File: config.mk
export PLATFORM = sky130hd
export DESIGN_NAME = plh_ram
export DESIGN_NICKNAME = d
export VERILOG_FILES = /design/src/design/plh_ram.sv
export SDC_FILE = /design/constraint.sdc
export NUM_CORES = 1
export LEC_CHECK = 0
export BUFFER_PORTS_ARGS = -buffer_cell sky130_fd_sc_hd__buf_2
export CAP_MARGIN = 10
export CORE_MARGIN = 5
export CORE_UTILIZATION = 31
export CTS_CLUSTER_DIAMETER = 50
export CTS_CLUSTER_SIZE = 25
export DETAILED_ROUTE_END_ITERATION = 10
export PLACE_DENSITY = 0.5
export SETUP_SLACK_MARGIN = 0.1
export SYNTH_ARGS = -nofsm -noshare
export SYNTH_HDL_FRONTEND = slang
export SYNTH_SLANG_ARGS = --single-unit
File: constraint.sdc
create_clock -name i_clk -period 2.15 [get_ports i_clk]
set_clock_uncertainty 0.2 [all_clocks]
set_input_delay 0.1075 -clock i_clk [delete_from_list [all_inputs] [get_ports i_clk]]
set_output_delay 0.1075 -clock i_clk [all_outputs]
set_load 0.05 [all_outputs]
File: src/design/plh_ram.sv
module plh_ram #(
    parameter int WIDTH = 8,
    parameter int DEPTH = 16
) (
    input  logic                                   i_clk,
    input  logic                                   i_we,
    input  logic [(DEPTH > 1 ? $clog2(DEPTH) : 1)-1:0] i_waddr,
    input  logic [WIDTH-1:0]                       i_wdata,
    input  logic                                   i_re,
    input  logic [(DEPTH > 1 ? $clog2(DEPTH) : 1)-1:0] i_raddr,
    output logic [WIDTH-1:0]                       o_rdata
);

    logic [WIDTH-1:0] r_mem [DEPTH];
    logic [WIDTH-1:0] r_rdata;

    always_ff @(posedge i_clk) begin
        if (i_we) begin
            r_mem[i_waddr] <= i_wdata;
        end
        // hold read data until the next read
        if (i_re) begin
            r_rdata <= r_mem[i_raddr];
        end
    end

    assign o_rdata = r_rdata;

endmodule

==> metrics <==
dominant synthesized flop cell=edfxtp_1; Initial DRC Count=~220; GRT overflow=0; First-pass DRT Iterations=4; CORE AREA=between 15000 and 20000 um2; Setup TNS Final=0 ns; Startpoint Class=register; Post-Syn Area per Cell=between 20 and 25 um2; R2R Setup Slk=roughly 0.40 ns; number of flops mapped to enable cells by yosys=approximately 140; Avg WL per Cell=20.6 um; register area share after synthesis=0.781; Antenna diodes=0; most frequent cells after synthesis=136 x edfxtp_1, 18 x mux4_2, 16 x a22oi_1; max-cap viol count=0; worst-skew pair later-pin latency=~0.4 ns; status=complete, no violations; share of layout cells above drive strength 1=0.314; H-tree levels=4; CTS tree=yes; CP Data Required Time=approximately 2.1 ns; clock slew at reported path FFs=~0.060 ns; Worst VDD drop=0.542 mV; # Post-CTS Setup Buffers=0; gr usage total=0.117; Crit Path Max Fanout=1; gpl congestion=slightly above 0.7; Clock Tree Buf Depth=2; HP Class=in2reg; post-synthesis cell type count=18; initial antenna violation count=0; ANT nets after route=0; CTS buffer count=17; synth top area cells=edfxtp_1 78%, mux4_2 7.8%, mux4_1 7.0%; vias per cell=approximately 4.8; Hold Crit Depth=3; Critical R2R Capture=o_rdata[0]; Pwr per Cell Area=just under 1000 nW/um2; synthesis warning total=0; Gate power share=0.054; internal power=approximately 0.0049 W; Critical Path AT=1.69 ns; Worst Tran Pin Value=0.479 ns; pre-CTS WS=0.147 ns; area grow syn2layout=22.9%; Die ar.=just under 20000 um2; # rows=between 40 and 50; setup ws final=slightly below 0.4 ns; Clock Tree Root=clkbuf_16; largest area contributor in the netlist=edfxtp_1; first-pass GRT wire length=around 17 mm; Syn Std Cell Area=between 5000 and 6000 um2; final net count=315; DR vias=2519; Starting Density=0.315; hold endpoint=r_mem[4][6]; min-delay src=i_waddr[0]; PortBufs=26; Reg-to-Reg Start=r_mem[10][0]; largest net degree at the start of global routing=19; Final setup viols=0; PostCTS Resize Cnt=0; vias in the first global route=~2600; Switch Pwr=between 0.001 and 0.0015 W; Slew HR=0.680; count leader, synth=edfxtp_1; Mapped Cells=around 230; Die W=140 um; Final Cycle Share=0.816; final hold vios=0; Sink Count=roughly 140; Max Clk Rate=570 MHz; DRC violations left=0; HPWL Detailed=7.22 mm; DIE HEIGHT=between 100 and 150 um; syn nets=roughly 250; crit-path max cell delay=0.47 ns; WS Path Type=reg2reg; cell leakage power=between 2 and 2.5 nW; Seq pwr share=0.483; Pins Over Slew Limit=0; post-layout util=0.387; min Tclk post-route=~1.8 ns; Yosys reg bits=136; WL final=between 10 and 15 mm; num ports=27; R2R cell count=3; # hold bufs at CTS=9; worst path cell trace=mux4_2 > a22oi_1 > nand2_1; Post-synth ARST share=0; slowest CP cell=mux4_2; Clk pwr share=0.463; RSZ-0062 raised after global routing=no; Switching Share=0.207; Setup crit end kind=register; Yosys top cell area share=0.781
worst max-delay path, delay by kind of cell (launching register included):
family	cells	cell delay [ns]
multiplexers	1	0.47
AO/OA/AOI/OAI	1	0.32
AND/OR/NAND/NOR	1	0.13
flip-flops	1	0.36
per-stage QoR:
stage	instances	total power, W	cell area [um2]	hold slack [ns]
final	529	0.00622	6420	0.0529
after global routing	529	0.00643	6420	0.0638
after CTS	529	0.00628	6420	0.0398
after detailed placement	488	0.00339	5740	0.301
after global placement	488	0.00339	5740	0.291
after floorplan	229	0.00325	5230	0.00637
state kept, by name, indices dropped and copies added (netlist names):
signal   count
r_mem      128
o_rdata      8
layer usage:
| layer | wire [um] | track usage |
|---|---|---|
| met5 | 0 | 0 |
| met4 | 124 | 0.0367 |
| met3 | 505 | 0.0370 |
| met2 | 5200 | 0.183 |
| met1 | 5050 | 0.158 |
cell usage in the layout (no fill, tap or decap), drive strengths merged:
master         n
buf           49
or3b           1
nand3b         2
nor2          13
nand2b         2
and2           1
clkinvlp       2
a22oi         16
nand2          9
clkinv         8
dlygate4sd3    9
clkbuf        19
nor3           4
nor2b          1
and2b          1
mux4          32
bufinv         3
edfxtp       136
nand3          1
cell type report:
type                       count  area (um2)
clock inverter                13         155
fill                        1514       10200
tap                          220         275
clock buffer                  19         433
timing repair buffer          58         418
multi-input combinational     83        1060
sequential                   136        4080
worst max-delay path by stage:
stage / cells past startpoint / slack [ns] / to / from
floorplan: 2 / 0.35 / r_mem[0][0] / i_waddr[2]
global placement: 5 / 0.17 / o_rdata[1] / i_raddr[0]
detailed placement: 5 / 0.15 / o_rdata[1] / i_raddr[0]
CTS: 3 / 0.37 / o_rdata[0] / r_mem[10][0]
global route: 3 / 0.37 / o_rdata[0] / r_mem[8][0]
finish: 3 / 0.40 / o_rdata[0] / r_mem[10][0]
power by group through the flow:
stage / combinational (W) / clock (W) / sequential, W
floorplan: 0.000151 / 0 / 0.00310
global placement: 0.000325 / 0 / 0.00306
detailed placement: 0.000331 / 0 / 0.00306
CTS: 0.000344 / 0.00293 / 0.00301
global route: 0.000365 / 0.00305 / 0.00301
finish: 0.000337 / 0.00288 / 0.00301
kinds of logic (layout without fill, tap and decap cells):
family,Yosys count,after routing,share of synthesized area
DFF,136,136,0.781
and+or+nand+nor,35,35,0.0314
muxes,32,32,0.148
AOI/OAI and AO/OA,16,16,0.0230
buffers and inverters,10,90,0.0165
Power figures use the tool's default switching activity.
