### src/design/plh_pkg.sv
package plh_pkg;

    localparam int SITE_IN_W = 8;
    localparam int DUR_W     = 32;
    localparam int CNT_W     = 32;
    localparam int TOT_W     = 48;
    localparam int ST_W      = 20;
    localparam int BIN_OUT_W = 3;

    localparam logic [ST_W-1:0] ST_RESET = 20'd1000;

    typedef logic [CNT_W-1:0] t_cnt;
    typedef logic [TOT_W-1:0] t_tot;
    typedef logic [DUR_W-1:0] t_dur;

    typedef struct packed {
        t_cnt cnt;
        t_tot total;
        t_dur tmin;
        t_dur tmax;
    } t_site_rec;

    typedef struct packed {
        t_cnt cnt;
        t_tot total;
    } t_bin_rec;

    function automatic t_cnt sat_inc(t_cnt v);
        return (&v) ? v : v + 1'b1;
    endfunction

    function automatic t_tot sat_add(t_tot a, t_dur b);
        logic [TOT_W:0] s;
        s = {1'b0, a} + {{(TOT_W + 1 - DUR_W){1'b0}}, b};
        return s[TOT_W] ? {TOT_W{1'b1}} : s[TOT_W-1:0];
    endfunction

endpackage

### src/design/plh_bin_div.sv
module plh_bin_div
    import plh_pkg::*;
#(
    parameter int BINS = 5
) (
    input  logic                       i_clk,
    input  logic                       i_rst_n,
    input  logic                       i_start,
    input  logic [DUR_W-1:0]           i_duration,
    input  logic [ST_W-1:0]            i_second_ticks,
    output logic                       o_done,
    output logic [$clog2(BINS)-1:0]    o_bin
);

    localparam int BW     = $clog2(BINS);
    localparam int NW     = ST_W + BW;
    localparam int STEP_W = $clog2(BW + 1);

    logic              r_busy;
    logic              r_done;
    logic              r_big;
    logic [STEP_W-1:0] r_step;
    logic [NW-1:0]     r_rem;
    logic [BW-1:0]     r_quo;

    logic [NW-1:0]     div_shift;
    logic              q_bit;

    assign div_shift = NW'(i_second_ticks) << r_step;
    assign q_bit     = (r_rem >= div_shift);

    always_ff @(posedge i_clk) begin
        if (!i_rst_n) begin
            r_busy <= 1'b0;
            r_done <= 1'b0;
        end else begin
            r_done <= 1'b0;
            if (i_start) begin
                r_busy <= 1'b1;
            end else if (r_busy && r_step == '0) begin
                r_busy <= 1'b0;
                r_done <= 1'b1;
            end
        end
    end

    // restoring division, one quotient bit per cycle, MSB first
    always_ff @(posedge i_clk) begin
        if (i_start) begin
            r_rem  <= NW'(i_duration[ST_W-1:0]) * NW'(BINS - 1);
            r_quo  <= '0;
            r_step <= STEP_W'(BW - 1);
            r_big  <= (i_second_ticks == '0) ||
                      (i_duration >= DUR_W'(i_second_ticks));
        end else if (r_busy) begin
            if (q_bit) begin
                r_rem <= r_rem - div_shift;
            end
            r_quo <= BW'({r_quo, q_bit});
            if (r_step != '0) begin
                r_step <= r_step - 1'b1;
            end
        end
    end

    assign o_done = r_done;
    assign o_bin  = r_big ? BW'(BINS - 1) : r_quo;

endmodule

### config.mk
export PLATFORM = sky130hd
export DESIGN_NAME = plh_bin_div
export DESIGN_NICKNAME = d
export VERILOG_FILES = /design/src/design/plh_pkg.sv /design/src/design/plh_bin_div.sv
export SDC_FILE = /design/constraint.sdc
export NUM_CORES = 1
export LEC_CHECK = 0
export CAP_MARGIN = 20
export CORE_UTILIZATION = 35
export CTS_CLUSTER_DIAMETER = 40
export CTS_CLUSTER_SIZE = 16
export DETAILED_ROUTE_END_ITERATION = 8
export DONT_BUFFER_PORTS = 1
export GPL_TIMING_DRIVEN = 1
export PLACE_DENSITY = 0.58
export REMOVE_ABC_BUFFERS = 1
export SYNTH_ARGS = -nofsm -noshare
export SYNTH_HDL_FRONTEND = slang
export SYNTH_SLANG_ARGS = --single-unit
export TNS_END_PERCENT = 20
### constraint.sdc
create_clock -name i_clk -period 8.1 [get_ports i_clk]
set_input_delay 0.405 -clock i_clk [delete_from_list [all_inputs] [get_ports i_clk]]
set_output_delay 0.405 -clock i_clk [all_outputs]
set_load 0.02 [all_outputs]
==> out/qor.yml <==
status:
  status: "finished, final reports clean"
logic_synthesis:
  yosysWarnings: 0
  synth_ff_type: "edfxtp_1"
  synth.cell_area_mm2: 0.00355
  async_flop_share_pct: 0
  netlist_instances: 426
  yosys_register_bits: 31
  yosysTopAreaCellShare_pct: 17.7
  synthDistinctLibCells: 62
  synth_edf_count: 21
  yosys.area.top_type: "edfxtp_1"
  yosys-top-cells-area: "edfxtp_1, ha_1, dfxtp_1"
  avgSynthCellArea_um2: 8.34
  synth-seq-area-share_pct: 23.4
sta:
  final-max-slew-violation-count: 0
  period_share_pct: 52.3
  layout_min_cycle_time_ns: 4.23
  slew_headroom_pct: 28.8
  timing.final.setup_violations: 0
  fin_worst_skew_ns: 0.00658
  fin_ws_ns: 3.87
  rsz0062_at_grt: "false"
  setup_tns_ns: 0
  worst_pin_slew_ns: 1.07
  hold_viol: 0
  fmax_ghz: 0.236
clock_tree:
  cts_tree: "yes"
  ctsHoldBuffers: 0
  post-cts-setup-buffer-count: 0
  cts_buffers: 5
  clk_pin_slew_ns: 0.08
  cts_buffer_depth: 2
  clk_latency_ns: 0.29
  cts.sinks: 31
  ctsResizeCount: 0
  cts_htree_levels: 2
  cts_root_buf: "clkbuf_8"
detailed_routing:
  finalWirelength_um: 9950
  drt_first_pass_iters: 4
  drt-vias-per-instance: 5.59
  drc_errors: 0
  first_iter_violations: 208
  via_count: 3092
  drtAntennaViolNets: 0
  drt-wirelength-per-cell_um: 18.0
critical_path:
  crit_required_ns: 7.91
  start_kind: "flop"
  critPathMaxFanout: 32
  cpPeakStageDelay_ns: 0.74
  rrSetupSlack_ns: 3.87
  cp_slowest_cell: "nand2b_1"
  cp.buffers_inverters: 2
  critical-path-top-delay-family: "simple AND/OR/NAND/NOR gates"
  critPathKind: "flop to flop"
  crit_path_end_kind: "flop"
  cp.arrival_ns: 4.04
  crit_chain: "buf_4, mux4_2, inv_1, ha_1, and2_1, and3_1, a311oi_1, a21oi_1, a21oi_2, nand2b_1"
floorplan:
  dieArea_mm2: 0.0106
  die_w_um: 103
  fp.dieH_um: 103
  pin_count: 59
  core_area_mm2: 0.00982
  start_util_pct: 36.2
  rows: 36
global_route:
  grt.overflow.total: 0
  globalRoute.busiestLayer: "met2"
  gr-usage-met3_pct: 3.86
  grt_pass1_wl_um: 15600
  grtUsageMet2_pct: 31.5
  grt_pass1_vias: 3005
  use_met1_pct: 26.3
  antenna_found_initial: 0
  track_usage_pct: 19.6
  grt_max_degree: 39
finish:
  final_cell_mix: "nand2_1, ha_1, inv_1"
  fin_nets: 519
  final_layout_size_suffix_gt1_share_pct: 9.29
  final_common_cell: "nand2_1"
  finalNonFillerCells: 553
  antenna_cells: 0
  synthToLayoutAreaGrowth_pct: 6.13
placement:
  place_worst_setup_slack_ns: 3.83
  dp_cells: 545
  numPortBuffers: 0
  dpl.hpwl_um: 7930
  gp_congestion: 0.930
flow_run:
  drv.max_cap_violation_count: 0
worst_hold_path:
  hold_path_class: "input port to flop"
pwr:
  p_leak_nw: 1.62
  p_per_area_mw_per_mm2: 223
  vdd_ir_drop_max_mv: 0.0839
-- through the flow --
stage | total power [mW] | utilization (%) | hold WS, ns | area (um^2)
2_1_floorplan | 0.582 | - | 0.437 | 3480
3_3_place_gp | 0.678 | 37.3 | 0.468 | 3660
3_5_place_dp | 0.681 | 37.3 | 0.464 | 3660
4_1_cts | 0.838 | 38.4 | 0.178 | 3770
5_1_grt | 0.903 | 38.4 | 0.174 | 3770
6_report | 0.839 | 38.4 | 0.194 | 3770
-- registers in the layout (all words and copies together), names as in the netlist --
name / count
r_rem: 23
r_quo: 3
r_step: 2
o_done: 1
r_big: 1
r_busy: 1
-- worst reg2reg max path: stages (launching register included) --
cell and delay [ns]:
dfxtp_1 0.31, buf_4 0.35, mux4_2 0.57, inv_1 0.08, ha_1 0.28, and2_1 0.20, and3_1 0.22, a311oi_1 0.38
a21oi_1 0.13, a21oi_2 0.50, nand2b_1 0.74
-- logic make-up (layout without fill, tap and decap cells) --
kind of cell	count (synthesis)	after routing	share of synthesized area [%]
AO/OA/AOI/OAI	121	121	22.9
flip-flops	31	31	23.4
AND/OR/NAND/NOR	133	133	18.5
adder cells (fa/ha/maj)	45	45	16.1
XOR/XNOR	21	21	5.18
multiplexers	16	16	7.32
buffers and inverters	59	53	6.69
-- where the power goes --
group | switching (mW) | total (mW) | leakage [nW] | internal [mW]
Sequential | 0.0110 | 0.209 | 0.298 | 0.198
Combinational | 0.287 | 0.476 | 1.26 | 0.189
Clock | 0.0673 | 0.154 | 0.0594 | 0.0872
Total | 0.366 | 0.839 | 1.62 | 0.474
-- per-layer routing --
layer | wire length (um) | vias up
li1 | - | 1545
met1 | 4620 | 1454
met2 | 4610 | 78
met3 | 500 | 15
met4 | 225 | 0
met5 | 0 | -
-- synthesized netlist by cell type (7+ instances only) --
library cell	number
inv_1	42
dfxtp_1	10
o21ai_2	8
nor3_1	11
edfxtp_1	21
a21oi_1	36
nor4_1	7
clkbuf_1	7
xnor2_1	13
mux2i_1	8
nand2_1	49
nor2b_1	7
o21ai_0	27
xor2_1	8
nor2_1	25
ha_1	44
mux4_2	8
-- worst paths after layout --
check                               start       end  cells past startpoint
worst min-delay path              i_start  r_rem[0]                      1
worst max register to register  r_step[0]  r_rem[2]                     10
worst max-delay path            r_step[0]  r_rem[2]                     10
worst min register to register   r_rem[0]  r_rem[0]                      2
-- area by class of cell --
class	count	area (um^2)
clock buffers	7	108
clock inverters	1	5.00
fillers	1057	6050
inverters	43	161
multi-input cells	336	2480
flip-flops and latches	31	831
well taps	133	166
repair buffers	2	15.0
Power figures use the tool's default switching activity.
